`src/ecc_pkg.sv`:
```
package ecc_pkg;

    // event kinds
    localparam logic [1:0] CMD_ADD     = 2'd0;
    localparam logic [1:0] CMD_SERVICE = 2'd1;
    localparam logic [1:0] CMD_TICK    = 2'd2;
    localparam logic [1:0] CMD_START   = 2'd3;

    // directions and request kinds
    localparam logic [1:0] DIR_DOWN    = 2'd0;
    localparam logic [1:0] DIR_UP      = 2'd1;
    localparam logic [1:0] DIR_IDLE    = 2'd2;
    localparam logic [1:0] KIND_INSIDE = 2'd3;

    // result status codes
    localparam logic [2:0] ST_OK          = 3'd0;
    localparam logic [2:0] ST_INSIDE_IDLE = 3'd1;
    localparam logic [2:0] ST_WRONG_DIR   = 3'd2;
    localparam logic [2:0] ST_FULL        = 3'd3;
    localparam logic [2:0] ST_TICK_IDLE   = 3'd4;

    localparam logic [3:0] FLOOR_GROUND    = 4'd1;
    localparam logic [3:0] FLOOR_FIRST_UP  = 4'd2;
    localparam logic [3:0] TOP_FLOOR_RESET = 4'd4;

    typedef struct packed {
        logic [1:0] cmd;
        logic [3:0] floor;
        logic [1:0] req_dir;
    } req_word_t;

    typedef struct packed {
        logic [2:0] status;
        logic [3:0] car_floor;
        logic [1:0] car_dir;
        logic [3:0] pending;
        logic [3:0] next_floor;
        logic [1:0] next_kind;
    } rsp_word_t;

    typedef enum logic {
        CTRL_IDLE,
        CTRL_EXEC
    } ctrl_state_t;

    // controller to datapath
    typedef struct packed {
        logic capture;
        logic commit;
    } dp_cmd_t;

endpackage

```
`src/ecc_ctrl.sv`:
```
module ecc_ctrl
(
    input  logic              clk,
    input  logic              rst_n,
    input  logic              req_valid,
    output logic              req_stall,
    output logic              rsp_valid,
    input  logic              rsp_stall,
    output ecc_pkg::dp_cmd_t  cmd
);

    ecc_pkg::ctrl_state_t state_reg;
    ecc_pkg::ctrl_state_t state_next;
    logic                 rsp_valid_reg;
    logic                 rsp_valid_next;
    logic                 out_free;

    // output register is free when empty or being taken this cycle
    assign out_free = !rsp_valid_reg || !rsp_stall;

    always_ff @(posedge clk or negedge rst_n)
    begin
        if (!rst_n)
        begin
            state_reg     <= ecc_pkg::CTRL_IDLE;
            rsp_valid_reg <= 1'b0;
        end
        else
        begin
            state_reg     <= state_next;
            rsp_valid_reg <= rsp_valid_next;
        end
    end

    always_comb
    begin
        state_next = state_reg;
        case (state_reg)
            ecc_pkg::CTRL_IDLE:
            begin
                if (req_valid)
                begin
                    state_next = ecc_pkg::CTRL_EXEC;
                end
            end
            ecc_pkg::CTRL_EXEC:
            begin
                if (out_free)
                begin
                    state_next = ecc_pkg::CTRL_IDLE;
                end
            end
            default:
            begin
                state_next = ecc_pkg::CTRL_IDLE;
            end
        endcase
    end

    always_comb
    begin
        req_stall      = 1'b1;
        cmd.capture    = 1'b0;
        cmd.commit     = 1'b0;
        rsp_valid_next = rsp_valid_reg && rsp_stall;
        case (state_reg)
            ecc_pkg::CTRL_IDLE:
            begin
                req_stall   = 1'b0;
                cmd.capture = req_valid;
            end
            ecc_pkg::CTRL_EXEC:
            begin
                if (out_free)
                begin
                    cmd.commit     = 1'b1;
                    rsp_valid_next = 1'b1;
                end
            end
            default:
            begin
                req_stall = 1'b1;
            end
        endcase
    end

    assign rsp_valid = rsp_valid_reg;

endmodule

```
`src/ecc_dp.sv`:
```
module ecc_dp
#(
    parameter int MAX_PENDING = 8
)
(
    input  logic                clk,
    input  logic                rst_n,
    input  ecc_pkg::dp_cmd_t    cmd,
    input  ecc_pkg::req_word_t  req,
    input  logic                cfg_we,
    input  logic [3:0]          cfg_wdata,
    output ecc_pkg::rsp_word_t  rsp
);

    localparam int CW = $clog2(MAX_PENDING + 1);
    localparam int HW = (MAX_PENDING > 1) ? $clog2(MAX_PENDING) : 1;

    ecc_pkg::req_word_t item_reg;
    ecc_pkg::rsp_word_t rsp_reg;
    ecc_pkg::rsp_word_t rsp_next;

    logic [3:0]    top_floor_reg;
    logic [3:0]    cur_floor_reg;
    logic [3:0]    cur_floor_next;
    logic [1:0]    dir_reg;
    logic [1:0]    dir_next;
    logic [CW-1:0] count_reg;
    logic [CW-1:0] count_next;
    logic [HW-1:0] head_reg;
    logic [HW-1:0] head_next;
    logic [3:0]    nd_floor_reg;
    logic [3:0]    nd_floor_next;
    logic [1:0]    nd_kind_reg;
    logic [1:0]    nd_kind_next;
    logic [2:0]    status_next;

    logic [3:0]    queue_floor_reg [MAX_PENDING];
    logic [1:0]    queue_kind_reg  [MAX_PENDING];

    logic          q_we;
    logic [1:0]    q_wkind;
    logic [HW-1:0] head_inc;
    logic [CW:0]   slot_sum;
    logic [HW-1:0] tail;
    logic          ahead;

    // ring buffer pointers: next head and the free slot after the last entry
    assign head_inc = (head_reg == HW'(MAX_PENDING - 1)) ? '0 : head_reg + HW'(1);
    assign slot_sum = (CW + 1)'(head_reg) + (CW + 1)'(count_reg);
    assign tail     = (slot_sum >= (CW + 1)'(MAX_PENDING))
                      ? HW'(slot_sum - (CW + 1)'(MAX_PENDING))
                      : HW'(slot_sum);

    assign ahead = (dir_reg == ecc_pkg::DIR_UP && cur_floor_reg < item_reg.floor) ||
                   (dir_reg == ecc_pkg::DIR_DOWN && cur_floor_reg > item_reg.floor);

    always_comb
    begin
        cur_floor_next = cur_floor_reg;
        dir_next       = dir_reg;
        count_next     = count_reg;
        head_next      = head_reg;
        nd_floor_next  = nd_floor_reg;
        nd_kind_next   = nd_kind_reg;
        status_next    = ecc_pkg::ST_OK;
        q_we           = 1'b0;
        q_wkind        = item_reg.req_dir;
        case (item_reg.cmd)
            ecc_pkg::CMD_ADD:
            begin
                if (item_reg.req_dir == ecc_pkg::KIND_INSIDE)
                begin
                    // a non-empty queue silently drops inside requests
                    if (count_reg == '0)
                    begin
                        if (dir_reg == ecc_pkg::DIR_IDLE)
                        begin
                            status_next = ecc_pkg::ST_INSIDE_IDLE;
                        end
                        else if (ahead)
                        begin
                            q_we          = 1'b1;
                            q_wkind       = dir_reg;
                            count_next    = count_reg + CW'(1);
                            nd_floor_next = item_reg.floor;
                            nd_kind_next  = dir_reg;
                        end
                        else
                        begin
                            status_next = ecc_pkg::ST_WRONG_DIR;
                        end
                    end
                end
                else if (count_reg == '0)
                begin
                    q_we          = 1'b1;
                    count_next    = count_reg + CW'(1);
                    nd_floor_next = item_reg.floor;
                    nd_kind_next  = item_reg.req_dir;
                end
                else if (count_reg < CW'(MAX_PENDING))
                begin
                    q_we       = 1'b1;
                    count_next = count_reg + CW'(1);
                end
                else
                begin
                    status_next = ecc_pkg::ST_FULL;
                end
            end
            ecc_pkg::CMD_SERVICE:
            begin
                if (nd_kind_reg == ecc_pkg::DIR_IDLE)
                begin
                    dir_next = ecc_pkg::DIR_IDLE;
                end
                if (count_reg != '0)
                begin
                    head_next  = head_inc;
                    count_next = count_reg - CW'(1);
                    // destination kept when the queue runs empty
                    if (count_reg != CW'(1))
                    begin
                        nd_floor_next = queue_floor_reg[head_inc];
                        nd_kind_next  = queue_kind_reg[head_inc];
                    end
                end
            end
            ecc_pkg::CMD_TICK:
            begin
                if (dir_reg == ecc_pkg::DIR_UP)
                begin
                    if (cur_floor_reg >= top_floor_reg)
                    begin
                        dir_next = ecc_pkg::DIR_DOWN;
                    end
                    else
                    begin
                        cur_floor_next = cur_floor_reg + 4'd1;
                    end
                end
                else if (dir_reg == ecc_pkg::DIR_DOWN)
                begin
                    if (cur_floor_reg == ecc_pkg::FLOOR_FIRST_UP &&
                        nd_kind_reg == ecc_pkg::DIR_IDLE)
                    begin
                        cur_floor_next = ecc_pkg::FLOOR_GROUND;
                        dir_next       = ecc_pkg::DIR_IDLE;
                    end
                    else if (cur_floor_reg > ecc_pkg::FLOOR_GROUND)
                    begin
                        cur_floor_next = cur_floor_reg - 4'd1;
                    end
                    else
                    begin
                        dir_next = ecc_pkg::DIR_IDLE;
                    end
                end
                else
                begin
                    status_next = ecc_pkg::ST_TICK_IDLE;
                end
            end
            ecc_pkg::CMD_START:
            begin
                if (item_reg.req_dir != ecc_pkg::KIND_INSIDE)
                begin
                    dir_next = item_reg.req_dir;
                end
            end
            default:
            begin
                status_next = ecc_pkg::ST_OK;
            end
        endcase
    end

    always_comb
    begin
        rsp_next.status     = status_next;
        rsp_next.car_floor  = cur_floor_next;
        rsp_next.car_dir    = dir_next;
        rsp_next.pending    = 4'(count_next);
        rsp_next.next_floor = nd_floor_next;
        rsp_next.next_kind  = nd_kind_next;
    end

    always_ff @(posedge clk or negedge rst_n)
    begin
        if (!rst_n)
        begin
            top_floor_reg <= ecc_pkg::TOP_FLOOR_RESET;
            cur_floor_reg <= ecc_pkg::FLOOR_GROUND;
            dir_reg       <= ecc_pkg::DIR_IDLE;
            count_reg     <= '0;
            head_reg      <= '0;
            nd_floor_reg  <= ecc_pkg::FLOOR_GROUND;
            nd_kind_reg   <= ecc_pkg::DIR_DOWN;
        end
        else
        begin
            if (cfg_we)
            begin
                top_floor_reg <= cfg_wdata;
            end
            if (cmd.commit)
            begin
                cur_floor_reg <= cur_floor_next;
                dir_reg       <= dir_next;
                count_reg     <= count_next;
                head_reg      <= head_next;
                nd_floor_reg  <= nd_floor_next;
                nd_kind_reg   <= nd_kind_next;
            end
        end
    end

    always_ff @(posedge clk)
    begin
        if (cmd.capture)
        begin
            item_reg <= req;
        end
        if (cmd.commit)
        begin
            rsp_reg <= rsp_next;
        end
        if (cmd.commit && q_we)
        begin
            queue_floor_reg[tail] <= item_reg.floor;
            queue_kind_reg[tail]  <= q_wkind;
        end
    end

    assign rsp = rsp_reg;

endmodule

```
`src/elevator_car_controller.sv`:
```
// One elevator car: each event word is first registered, then applied to the car state and the
// request fifo (held in flip-flops, MAX_PENDING deep) while the result is loaded into the output
// register; no new word is taken until the last one has been applied. The input stalls while a
// word is being applied, and also while the output register is still full and stalled, but a new
// word is taken while a finished result waits. top_floor is written through cfg_we/cfg_wdata and
// should only change while no word is in flight.
module elevator_car_controller
#(
    parameter int MAX_PENDING = 8
)
(
    input  logic                clk,
    input  logic                rst_n,
    input  logic                req_valid,
    output logic                req_stall,
    input  ecc_pkg::req_word_t  req,
    output logic                rsp_valid,
    input  logic                rsp_stall,
    output ecc_pkg::rsp_word_t  rsp,
    input  logic                cfg_we,
    input  logic [3:0]          cfg_wdata
);

    ecc_pkg::dp_cmd_t dp_cmd;

    ecc_ctrl u_ctrl
    (
        .clk       (clk),
        .rst_n     (rst_n),
        .req_valid (req_valid),
        .req_stall (req_stall),
        .rsp_valid (rsp_valid),
        .rsp_stall (rsp_stall),
        .cmd       (dp_cmd)
    );

    ecc_dp
    #(
        .MAX_PENDING (MAX_PENDING)
    )
    u_dp
    (
        .clk       (clk),
        .rst_n     (rst_n),
        .cmd       (dp_cmd),
        .req       (req),
        .cfg_we    (cfg_we),
        .cfg_wdata (cfg_wdata),
        .rsp       (rsp)
    );

`ifndef ASSERT_OFF
    a_commit_free : assert property (@(posedge clk) disable iff (!rst_n)
        dp_cmd.commit |-> !(rsp_valid && rsp_stall))
        else $error("result overwritten while stalled");

    a_commit_valid : assert property (@(posedge clk) disable iff (!rst_n)
        dp_cmd.commit |=> rsp_valid)
        else $error("result not presented after apply");

    a_capture_stall : assert property (@(posedge clk) disable iff (!rst_n)
        dp_cmd.capture |=> req_stall)
        else $error("input open while a word is being applied");

    a_pending_range : assert property (@(posedge clk) disable iff (!rst_n)
        rsp_valid |-> (MAX_PENDING > 15 || rsp.pending <= 4'(MAX_PENDING)))
        else $error("pending count beyond queue depth");
`endif

endmodule
```
`config.mk`:
```
export PLATFORM = sky130hd
export DESIGN_NAME = elevator_car_controller
export DESIGN_NICKNAME = d
export VERILOG_FILES = /design/src/ecc_pkg.sv /design/src/ecc_ctrl.sv /design/src/ecc_dp.sv /design/src/elevator_car_controller.sv
export SDC_FILE = /design/constraint.sdc
export NUM_CORES = 1
export LEC_CHECK = 0
export ABC_AREA = 1
export BUFFER_PORTS_ARGS = -buffer_cell sky130_fd_sc_hd__buf_4
export CAP_MARGIN = 20
export CORE_MARGIN = 5
export CORE_UTILIZATION = 45
export CTS_CLUSTER_DIAMETER = 120
export DETAILED_ROUTE_END_ITERATION = 12
export HOLD_SLACK_MARGIN = 0.03
export PLACE_DENSITY = 0.63
export SLEW_MARGIN = 5
export SYNTH_ARGS = -nofsm -noshare
export SYNTH_HDL_FRONTEND = slang
export SYNTH_HIERARCHICAL = 1
export SYNTH_SLANG_ARGS = --single-unit
```
`constraint.sdc`:
```
create_clock -name clk -period 2.8 [get_ports clk]
set_input_delay 0.28 -clock clk [delete_from_list [all_inputs] [get_ports clk]]
set_output_delay 0.28 -clock clk [all_outputs]
set_load 0.01 [all_outputs]
```
Word level (Yosys, flattened, before mapping). Memory sizes are Yosys's and may differ from the RTL's. Index checks and enable logic that the tools add are counted.

Multiplexer cells: 72. Bitwise logic cells: 1. Equality and inequality tests: 11. Reduce and logical (&&, ||, !) cells: 14. $lt $le $gt $ge: 6. Add/sub/neg operators: 7.

Operator list (number): two-way mux 4 bit (20); two-way mux 2 bit (21); two-way mux 3 bit (8); two-way mux 1 bit (17); one-hot mux 4 bit (2 select lines) (2); equality test 2 bit, second input constant (5); adder 4 x 1 -> 4 bit, second input constant (2); subtractor 4 x 1 -> 4 bit, second input constant (2); one-hot mux 2 bit (3 select lines) (1); one-hot mux 3 bit (2 select lines) (1); adder 3 x 4 -> 5 bit (1); greater-or-equal comparator 5 x 4 -> 1 bit, second input constant (1); logical AND 1 bit (5); equality test 2 x 1 -> 1 bit, second input constant (2); equality test 4 x 2 -> 1 bit, second input constant (1); greater-or-equal comparator 4 bit (1); > comparator 4 x 1 -> 1 bit, second input constant (1); > comparator 4 bit (1); zero test 2 bit (2); zero test 4 bit (1); < comparator 4 bit (1); < comparator 4 bit, second input constant (1); inequality test 4 x 1 -> 1 bit, second input constant (1); one-hot mux 2 bit (2 select lines) (1); other kinds (10) (12).

Bits in writable memories: 48. Flip-flop bits (word level): 52. Memories: 2. Output and inout port bits: 21. Logic and storage cells: 131.

Memory list: u_dp.queue_floor_reg (depth 8, bits a word 4, read ports 1, clocked after Yosys merged registers in 0, wr ports 1, RTL line ecc_dp.sv:37) `logic [3:0] queue_floor_reg [MAX_PENDING];`; u_dp.queue_kind_reg (depth 8, bits a word 2, read ports 1, clocked after Yosys merged registers in 0, wr ports 1, RTL line ecc_dp.sv:38) `logic [1:0] queue_kind_reg [MAX_PENDING];`.

Logic depth before layout (Yosys ltp). Gate-level depths: netlist of run 1.

Depth after elaboration: 11. Mapped depth: 17. Depth with buffers taken out: 17.

Hierarchy. The synthesis of run 1 kept the hierarchy.

By module, submodules not included: ecc_dp (area each 5116.2 um^2, cells each 547, sequential area each 2832.7 um^2, instances 1); ecc_ctrl (area each 82.6 um^2, cells each 10, sequential area each 50.0 um^2, instances 1).

Least setup slack after synthesis of run 1. Ideal clock, no wire load.

Path type: register to register. Start point: reg u_ctrl.state_reg. End point: mem u_dp.queue_floor_reg[6][0] (enable). Data required time: 2.450 ns. Slack: -0.012 ns. Stages on the path, launching flop included: 8. Data arrival time: 2.462 ns. Clock period less this slack: 2.812 ns. Setup time: 0.350 ns. Cells stage by stage: dfrtp_1 inv_1 a21oi_1 clkbuf_1 nand2_1 a211oi_4 nand2_2 nor2_1.

RTL lines: from (decl) (RTL line ecc_ctrl.sv:12) `ecc_pkg::ctrl_state_t state_reg;`; from (signal assigned) (RTL line ecc_ctrl.sv:25) `state_reg <= ecc_pkg::CTRL_IDLE;`; from (signal assigned) (RTL line ecc_ctrl.sv:30) `state_reg <= state_next;`; to (decl) (RTL line ecc_dp.sv:37).

Final worst setup path of run 1.
Start point: reg u_dp.cur_floor_reg[0]. End point: mem u_dp.queue_floor_reg[0][0] (enable).

Cells in the longest elaborated chain, start to end: 11. Elaborated cells between the ends (all ways): 13.

Ends and longest elaborated chain: from (decl) (RTL line ecc_dp.sv:23) `logic [3:0] cur_floor_reg;`; from (signal assigned) (RTL line ecc_dp.sv:193) `cur_floor_reg <= ecc_pkg::FLOOR_GROUND;`; from (signal assigned) (RTL line ecc_dp.sv:208) `cur_floor_reg <= cur_floor_next;`; < comparator 4 bit / > comparator 4 bit (equally long branches) (RTL line ecc_dp.sv:54, ecc_dp.sv:55); logical AND 1 bit, on equally long branches (RTL line ecc_dp.sv:54, ecc_dp.sv:55); logical OR 1 bit * (RTL line ecc_dp.sv:54) `assign ahead = (dir_reg == ecc_pkg::DIR_UP && cur_floor_reg < item_reg.floor) ||`; two-way mux 1 bit * (RTL line ecc_dp.sv:80) `else if (ahead)`; two-way mux 1 bit * (RTL line ecc_dp.sv:76) `if (dir_reg == ecc_pkg::DIR_IDLE)`; two-way mux 1 bit * (RTL line ecc_dp.sv:74) `if (count_reg == '0)`; two-way mux 1 bit * (RTL line ecc_dp.sv:71) `if (item_reg.req_dir == ecc_pkg::KIND_INSIDE)`; two-way mux 1 bit * (RTL line ecc_dp.sv:68) `case (item_reg.cmd)`; logical AND 1 bit * (RTL line ecc_dp.sv:228) `if (cmd.commit && q_we)`; two-way mux 1 bit * (RTL line ecc_dp.sv:228); two-way mux 1 bit (not written as such) * (RTL line ecc_dp.sv:230) `queue_floor_reg[tail] <= item_reg.floor;`.

Every way passes the cells marked *; elsewhere a longest branch is shown, timed or not.

==> results of run 1 <==
[stage by stage]
| stage | util, % | instances | worst slack, ps | cell area, µm² |
|---|---|---|---|---|
| after global routing | 53.5 | 759 | 71.1 | 6090 |
| after global placement | 50.6 | 742 | 308 | 5760 |
| after CTS | 53.5 | 759 | 235 | 6090 |
| after floorplan | - | 557 | 391 | 5200 |
| after detailed placement | 50.6 | 742 | 251 | 5760 |
| final | 53.5 | 759 | 241 | 6090 |
[worst max-delay path: cells and delay by family, from the launching register on]
| kind | cells | cell delay, ps |
|---|---|---|
| DFF | 1 | 610 |
| AOI/OAI and AO/OA | 1 | 280 |
| buffers and inverters | 3 | 360 |
| and+or+nand+nor | 9 | 820 |
| adders and majority gates | 1 | 200 |
[layout make-up]
type	instances	area, µm²
fillers	1014	5280
flip-flops and latches	100	2880
multi-input cells	386	2050
repair buffers	61	460
clock buffers	11	233
inverters	53	199
well taps	143	179
clock inverters	5	85.1
[power by group through the flow]
| stage | clock [mW] | sequential [mW] | combinational, mW |
|---|---|---|---|
| after global routing | 1.43 | 2.19 | 3.11 |
| after CTS | 1.36 | 2.16 | 2.73 |
| final | 1.33 | 2.16 | 2.75 |
| after floorplan | 0 | 2.14 | 1.95 |
| after global placement | 0 | 2.18 | 2.67 |
| after detailed placement | 0 | 2.18 | 2.71 |
[layer usage]
| layer | share of wire (%) | routed length (µm) | track usage, % | up-vias |
|---|---|---|---|---|
| li1 | - | - | - | 1998 |
| met1 | 46 | 5600 | 25.9 | 1912 |
| met2 | 46 | 5650 | 27.4 | 128 |
| met3 | 5.7 | 691 | 3.03 | 16 |
| met4 | 2.0 | 250 | 7.38 | 0 |
| met5 | 0 | 0 | 0 | - |
[kinds of logic (layout without fill, tap and decap cells)]
group,count (synthesis),after routing,synth area share [%]
AO/OA/AOI/OAI,80,80,9.19
XOR/XNOR,6,6,1.01
adder cells (fa/ha/maj),20,20,4.96
buffers and inverters,71,130,5.39
flip-flops,100,100,55.5
multiplexers,1,1,0.217
AND/OR/NAND/NOR,279,279,23.8
[layout by cell type (no fill, tap or decap), types with 4 or more instances in the layout]
cell type and count:
inv_1 48, o21ai_0 30, nor3_1 4, clkbuf_16 9
nor2_2 4, o211ai_1 14, a31oi_1 5, buf_4 60
o21ai_1 4, or2_2 4, a21oi_1 18, edfxtp_1 75
dfstp_2 4, dfrtp_1 21, ha_1 19, nand2_1 162
xor2_1 4, nand3_1 58, nor2_1 34
[worst max path at each step]
stage / from / end / cells after the start
5_1_grt: u_dp/cur_floor_reg[0]$_DFFE_PN1P_ / u_dp/queue_kind_reg[7][1]$_DFFE_PP_ / 14
2_1_floorplan: u_ctrl/rsp_valid$_DFF_PN0_ / u_dp/queue_floor_reg[6][0]$_DFFE_PP_ / 6
3_5_place_dp: u_dp/cur_floor_reg[0]$_DFFE_PN1P_ / u_dp/queue_floor_reg[1][1]$_DFFE_PP_ / 14
3_3_place_gp: u_dp/cur_floor_reg[0]$_DFFE_PN1P_ / u_dp/queue_floor_reg[1][2]$_DFFE_PP_ / 14
6_report: u_dp/cur_floor_reg[0]$_DFFE_PN1P_ / u_dp/queue_floor_reg[0][0]$_DFFE_PP_ / 14
4_1_cts: u_dp/cur_floor_reg[0]$_DFFE_PN1P_ / u_dp/queue_floor_reg[0][0]$_DFFE_PP_ / 14
==> results.toml, run 1 <==
[status]
outcome = "finished clean"

[clock_network]
post_cts_buffers = 0
htree_levels = 3
path_clk_slew_ps = 70
clk_path_buf_depth = 2
cts_hold_buf = 1
clk_latency_ps = 350
cts_tree = "yes"
cts_resized = 0
cts_buffers = 9
cts-root-buf = "clkbuf_16"
cts.sinks = 100

[floorplanning]
die_h_um = 117
dieWidth_um = 117
placeableCoreArea_mm2 = 0.0114
dieArea_mm2 = 0.0138
row_count = 39
io-pin-count = 38
initial_utilization_pct = 45.7

[worst_setup_path]
path_common_cell = "nand2_1"
start_kind = "register"
worst-path-max-fanout = 10
arrival_ps = 2620
path_cells = "inv_1 > ha_1 > inv_1 > nand2_1 > nand2_1 > nand2_1 > nand2_1 > nand2_4 > nand2_8 > nand2_8 > a211oi_4 > nand2_2 > nor2_1 > buf_4"
end_kind = "register"
max_stage_delay_ps = 610
reg2regPathDepth = 14
crit_type = "register to register"
r2r_slack_ps = 240
crit_slowest_cell = "dfstp_2"
crit_required_ps = 2860
reg2reg_to = "u_dp/queue_floor_reg[0][0]$_DFFE_PP_"
r2r-start = "u_dp/cur_floor_reg[0]$_DFFE_PN1P_"

[power_and_ir_drop]
p_clk_share_pct = 21.3
p_int_mw = 3.67
power_density_mw_per_mm2 = 1020
p_switching_mw = 2.56
leakagePower_nw = 2.60
p_sw_share_pct = 41.1
fin_total_pwr_mw = 6.23
pwr-share-comb_pct = 44.1
ir_drop_mv = 0.561
power_frac_seq_pct = 34.6

[routing]
via_per_inst = 5.34
drtIter0Drc = 265
drc_errors = 0
wl_per_cell_um = 16.1
dr.pass1.iters = 5
num_vias = 4054
wirelength_um = 12200
ant_nets = 0

[global_route]
antenna_found_initial = 0
grt_pass1_wl_um = 20000
grt-ovfl-total = 0
grt_max_degree = 26
grt_pass1_vias = 3919
grtUsageTotal_pct = 18.1

[cells_and_area]
area_growth_pct = 17.1
finalNetCount = 648
largest_reg_flops = 32
drive_above_1_share_pct = 16.6
antenna_cells = 0

[synthesis]
yosysUniqueCellTypes = 40
yosysMostFrequentCell = "nand2_1"
yosysTopAreaCellShare_pct = 43.3
synthFlopType = "edfxtp_1"
async_flop_share_pct = 25.0
ys_seq_area_share_pct = 55.5
syn_nets = 594
avgSynthCellArea_um2 = 9.33
yosysWarnings = 6
ys_seq_elements = 100
ys_top_cells_by_area = "edfxtp_1 (43%), nand2_1 (12%), dfrtp_1 (10%)"
yosys.area.top_type = "edfxtp_1"
synthTopCellsByCount = "nand2_1 (162), edfxtp_1 (75), nand3_1 (58)"
synth-edff-count = 75
synthesis.instances = 557
synth_area_mm2 = 0.00520

[min_path]
holdCritPathClass = "primary input to register"
hp-start = "req[3]"
holdPathStages = 1
hold_end = "u_dp/item_reg[3]$_DFFE_PP_"

[placement]
io_buffers = 37
hpwl_um = 8870
gp_congestion = 0.886

[timing]
tns_ps = 0
fin_crit_sh_pct = 91.4
tightestPinTransition_ps = 606
rsz0062_at_grt = "false"
maxSlewViolCount = 0
setup_violations = 0
hold_viol_final = 0
fin_crit_ps = 2560
worst_hold_slack_ps = 109
max_freq_mhz = 391
relSlewSlack_pct = 59.6
skew_ps = 8.58

[flow_run]
cap_violations = 0
Note: power is estimated with default switching activity, not from simulation.
==> run 2, diff against run 1 <==
--- a/config.mk
+++ b/config.mk
@@ -13,7 +13,7 @@
 export CTS_CLUSTER_DIAMETER = 120
 export DETAILED_ROUTE_END_ITERATION = 12
 export HOLD_SLACK_MARGIN = 0.03
-export PLACE_DENSITY = 0.63
+export PLACE_DENSITY = 0.6
 export SLEW_MARGIN = 5
 export SYNTH_ARGS = -nofsm -noshare
 export SYNTH_HDL_FRONTEND = slang
==> constraint.sdc (replaced) <==
create_clock -name clk -period 3.3 [get_ports clk]
set_input_delay 0.33 -clock clk [delete_from_list [all_inputs] [get_ports clk]]
set_output_delay 0.33 -clock clk [all_outputs]
set_load 0.005 [all_outputs]
==> run 2 against run 1 <==
Against the previous run: fmax decreased by 11%; flip-flop and latch count is the same; die area stayed put; via count shrank 2.1%; critical endpoint is now u_dp/queue_floor_reg[4][3]$_DFFE_PP_; largest cell class unchanged.
==> results.toml, run 2 (synthesis results as in run 1) <==
[status]
outcome = "finished clean"

[routing]
dr.pass1.iters = 5
via_per_inst = 5.36
num_vias = 3970
drc_errors = 0
wirelength_um = 12500
wl_per_cell_um = 16.8
ant_nets = 0
drtIter0Drc = 330

[power_and_ir_drop]
fin_total_pwr_mw = 5.31
leakagePower_nw = 2.53
power_density_mw_per_mm2 = 888
ir_drop_mv = 0.449

[placement]
dp.cells = 724
hpwl_um = 8770
pre_cts_slack_ps = 452
io_buffers = 37
gp_congestion = 0.899

[timing]
fin_crit_sh_pct = 86.7
tns_ps = 0
setup_slack_ps = 438
rsz0062_at_grt = "false"
skew_ps = 7.96
relSlewSlack_pct = 45.0
max_freq_mhz = 349
fin_crit_ps = 2860
setup_violations = 0
maxSlewViolCount = 0
tightestPinTransition_ps = 824
hold_viol_final = 0

[worst_setup_path]
worst-path-max-fanout = 10
r2r-start = "u_dp/item_reg[5]$_DFFE_PP_"
r2r_slack_ps = 440
crit_type = "register to register"
end_kind = "register"
reg2regPathDepth = 9
reg2reg_to = "u_dp/queue_floor_reg[4][3]$_DFFE_PP_"
start_kind = "register"
crit_required_ps = 3290
arrival_ps = 2850

[floorplanning]
die_h_um = 117
placeableCoreArea_mm2 = 0.0114
initial_utilization_pct = 45.7
row_count = 39
dieWidth_um = 117
dieArea_mm2 = 0.0138
io-pin-count = 38

[clock_network]
cts_buffers = 9
cts_resized = 0
cts_tree = "yes"
htree_levels = 3
clk_latency_ps = 350
cts-root-buf = "clkbuf_16"
clk_path_buf_depth = 2
post_cts_buffers = 0
path_clk_slew_ps = 70
cts.sinks = 100

[global_route]
grt_pass1_wl_um = 20100
antenna_found_initial = 0
grt-ovfl-total = 0
grtUsageTotal_pct = 18.3
grt_max_degree = 44
grt_pass1_vias = 3867

[cells_and_area]
area_growth_pct = 15.0
final_util_pct = 52.6
final_cells = 741
layout_common_cells = "nand2_1 (162), edfxtp_1 (75), nand3_1 (58)"
final_common_cell = "nand2_1"
antenna_cells = 0
drive_above_1_share_pct = 14.2
finalNetCount = 630
largest_reg_flops = 32

[min_path]
hold_end = "u_dp/item_reg[7]$_DFFE_PP_"
holdCritPathClass = "primary input to register"
hp-start = "req[7]"
holdPathStages = 1

[flow_run]
cap_violations = 0
## run 2: cell type report
class                           count  area (µm²)
Tap cell                          143         179
Sequential cell                   100        2880
Inverter                           53         199
Clock buffer                       10         229
Timing Repair Buffer               43         325
Fill cell                        1043        5390
Multi-Input combinational cell    386        2050
Clock inverter                      6         116
## run 2: timing repair
action                     CTS  global route
hold endpoints to repair    21             0
hold buffers                 1             0
setup endpoints to repair    0             0
## run 2: worst max-delay path: stages, from the launching register on
cell	delay [ps]
edfxtp_1	550
inv_1	130
ha_1	330
a21oi_1	290
nand3_4	150
nand2_8	140
nand2_8	90
a211oi_4	270
nand2_2	150
nor2_1	420
## run 2: how the worst max path moves through the flow
stage                               start                                    to  slack (ps)
6_report       u_dp/item_reg[5]$_DFFE_PP_  u_dp/queue_floor_reg[4][3]$_DFFE_PP_         440
5_1_grt        u_dp/item_reg[5]$_DFFE_PP_  u_dp/queue_floor_reg[4][2]$_DFFE_PP_         280
4_1_cts        u_dp/item_reg[5]$_DFFE_PP_  u_dp/queue_floor_reg[4][3]$_DFFE_PP_         450
3_5_place_dp   u_dp/item_reg[5]$_DFFE_PP_   u_dp/queue_kind_reg[4][0]$_DFFE_PP_         450
3_3_place_gp   u_dp/item_reg[5]$_DFFE_PP_   u_dp/queue_kind_reg[3][0]$_DFFE_PP_         550
2_1_floorplan  u_ctrl/state_reg$_DFF_PN0_  u_dp/queue_floor_reg[6][0]$_DFFE_PP_         530
## run 2: metrics by stage
| step | hold WS (ps) | instance area (µm²) |
|---|---|---|
| final | 152 | 5980 |
| after global routing | 138 | 5980 |
| after CTS | 141 | 5980 |
| after detailed placement | 277 | 5620 |
| after global placement | 275 | 5620 |
| after floorplan | 34.4 | 5200 |
## run 2: routing by layer
layer	vias to the layer above	track usage (%)	part of all wire [%]	routed length (µm)
li1	1958	-	-	-
met1	1903	26.1	48	6030
met2	96	28.1	46	5770
met3	13	3.12	3.9	493
met4	0	6.45	1.5	188
met5	-	0	0	0
## run 2: report_power, final
group          internal [mW]  switching, mW
clock network          0.749          0.470
registers               1.62          0.239
logic                  0.776           1.46
total                   3.14           2.17
==> run 3, diff against run 2 <==
--- a/config.mk
+++ b/config.mk
@@ -12,6 +12,7 @@
 export CORE_UTILIZATION = 45
 export CTS_CLUSTER_DIAMETER = 120
 export DETAILED_ROUTE_END_ITERATION = 12
+export GPL_TIMING_DRIVEN = 0
 export HOLD_SLACK_MARGIN = 0.03
 export PLACE_DENSITY = 0.6
 export SLEW_MARGIN = 5
==> run 3 against run 2 <==
Against the previous run: global-route usage barely moved; sequential share of layout area down 0.050 points; via count up 2.3%; sequential power about the same; cell count is 1.9% higher; flip-flop and latch count stayed put; die area did not move; critical path type unchanged.
==> results.toml, run 3 (synthesis results as in run 1) <==
[clock_network]
cts-root-buf = "clkbuf_16"
htree_levels = 3
cts.sinks = 100
clk_latency_ps = 350
cts_tree = "yes"
cts_buffers = 9
path_clk_slew_ps = 70
clk_path_buf_depth = 2

[global_route]
grt_pass1_vias = 3971
grt_pass1_wl_um = 20300
grt-ovfl-total = 0
antenna_found_initial = 0
grtUsageTotal_pct = 18.3
grt_max_degree = 26

[floorplanning]
initial_utilization_pct = 45.7
dieArea_mm2 = 0.0138
die_h_um = 117
placeableCoreArea_mm2 = 0.0114
row_count = 39
io-pin-count = 38
dieWidth_um = 117

[cells_and_area]
area_growth_pct = 15.1
post-route-cell-area_mm2 = 0.00598
drive_above_1_share_pct = 14.7
largest_reg_flops = 32
antenna_cells = 0
final_cells = 755
final_util_pct = 52.6
layout_common_cells = "nand2_1 (162), edfxtp_1 (75), nand3_1 (58)"
final_common_cell = "nand2_1"
finalNetCount = 644

[placement]
pre_cts_slack_ps = 347
gp_congestion = 0.885
io_buffers = 37
hpwl_um = 8880
dp.cells = 738
dpl_cell_area_mm2 = 0.00567

[power_and_ir_drop]
power_density_mw_per_mm2 = 867
leakagePower_nw = 2.53
ir_drop_mv = 0.507
fin_total_pwr_mw = 5.19

[worst_setup_path]
end_kind = "register"
crit_required_ps = 3280
start_kind = "register"
arrival_ps = 2950
worst-path-max-fanout = 10
crit_type = "register to register"

[routing]
wirelength_um = 12300
wl_met1_um = 5630
num_vias = 4061
drtIter0Drc = 374
routed.top_layer = "met4"
wl_per_cell_um = 16.2
drc_errors = 0
wl_met3_um = 675
wl_met2_um = 5790
via_per_inst = 5.38
dr.pass1.iters = 5
ant_nets = 0

[timing]
max_freq_mhz = 336
rsz0062_at_grt = "false"
maxSlewViolCount = 0
relSlewSlack_pct = 48.6
worst_hold_slack_ps = 152
fin_crit_sh_pct = 90.2
skew_ps = 7.72
tightestPinTransition_ps = 771
hold_viol_final = 0
setup_violations = 0
fin_crit_ps = 2980
tns_ps = 0
setup_slack_ps = 324

[min_path]
holdCritPathClass = "primary input to register"

[flow_run]
cap_violations = 0

[status]
outcome = "finished clean"
## run 3: changes by cell type in the layout (fill, tap and decap cells not counted), sizes merged
cell	change
clkinvlp	+2
inv	-1
clkbuf	+8
bufinv	-2
buf	+6
clkinv	+1
## run 3: final timing paths
kind / startpoint / to / slack, ps / cells after the start
worst max-delay path: u_dp/item_reg[5]$_DFFE_PP_ / u_dp/queue_kind_reg[0][0]$_DFFE_PP_ / 320 / 9
worst min-delay path: req[7] / u_dp/item_reg[7]$_DFFE_PP_ / 150 / 1
worst max register to register: u_dp/item_reg[5]$_DFFE_PP_ / u_dp/queue_kind_reg[0][0]$_DFFE_PP_ / 320 / 9
worst min register to register: u_dp/top_floor_reg[2]$_DFFE_PN1P_ / u_dp/top_floor_reg[2]$_DFFE_PN1P_ / 500 / 2
max in group asynchronous: rst_n / u_dp/top_floor_reg[2]$_DFFE_PN1P_ / 2560 / 2
min in group asynchronous: rst_n / u_dp/cur_floor_reg[1]$_DFFE_PN0P_ / 440 / 2
## run 3: area by class of cell
class                   count  area (µm²)
clock buffers              10         229
flip-flops and latches    100        2880
well taps                 143         179
multi-input cells         386        2040
repair buffers             39         303
plain buffers              18        81.3
inverters                  53         199
clock inverters             6        71.3
fillers                  1028        5390
## run 3: worst max-delay path: stages, from the launching register on
cell and delay [ps]:
edfxtp_1 520, inv_1 130, ha_1 320, a21oi_1 290
nand3_4 160, nand2_8 140, nand2_8 100, a211oi_4 270
nand2_2 110, nor2_1 560
## run 3: where the power goes
group,switching [mW],internal [mW]
Sequential,0.214,1.62
Clock,0.468,0.595
Combinational,1.50,0.797
Total,2.18,3.01
## run 3: routing by layer
| metal | vias to the layer above | global-route usage (%) |
|---|---|---|
| met5 | - | 0 |
| li1 | 1982 | - |
| met1 | 1931 | 24.8 |
| met3 | 21 | 5.00 |
| met2 | 127 | 29.4 |
| met4 | 0 | 4.09 |
## run 3: repair_timing
action,in CTS,in global routing
hold endpoints to repair,21,0
setup buffers,0,0
hold buffers,1,0
gates resized for setup,0,0
endpoints found under the setup margin,0,0
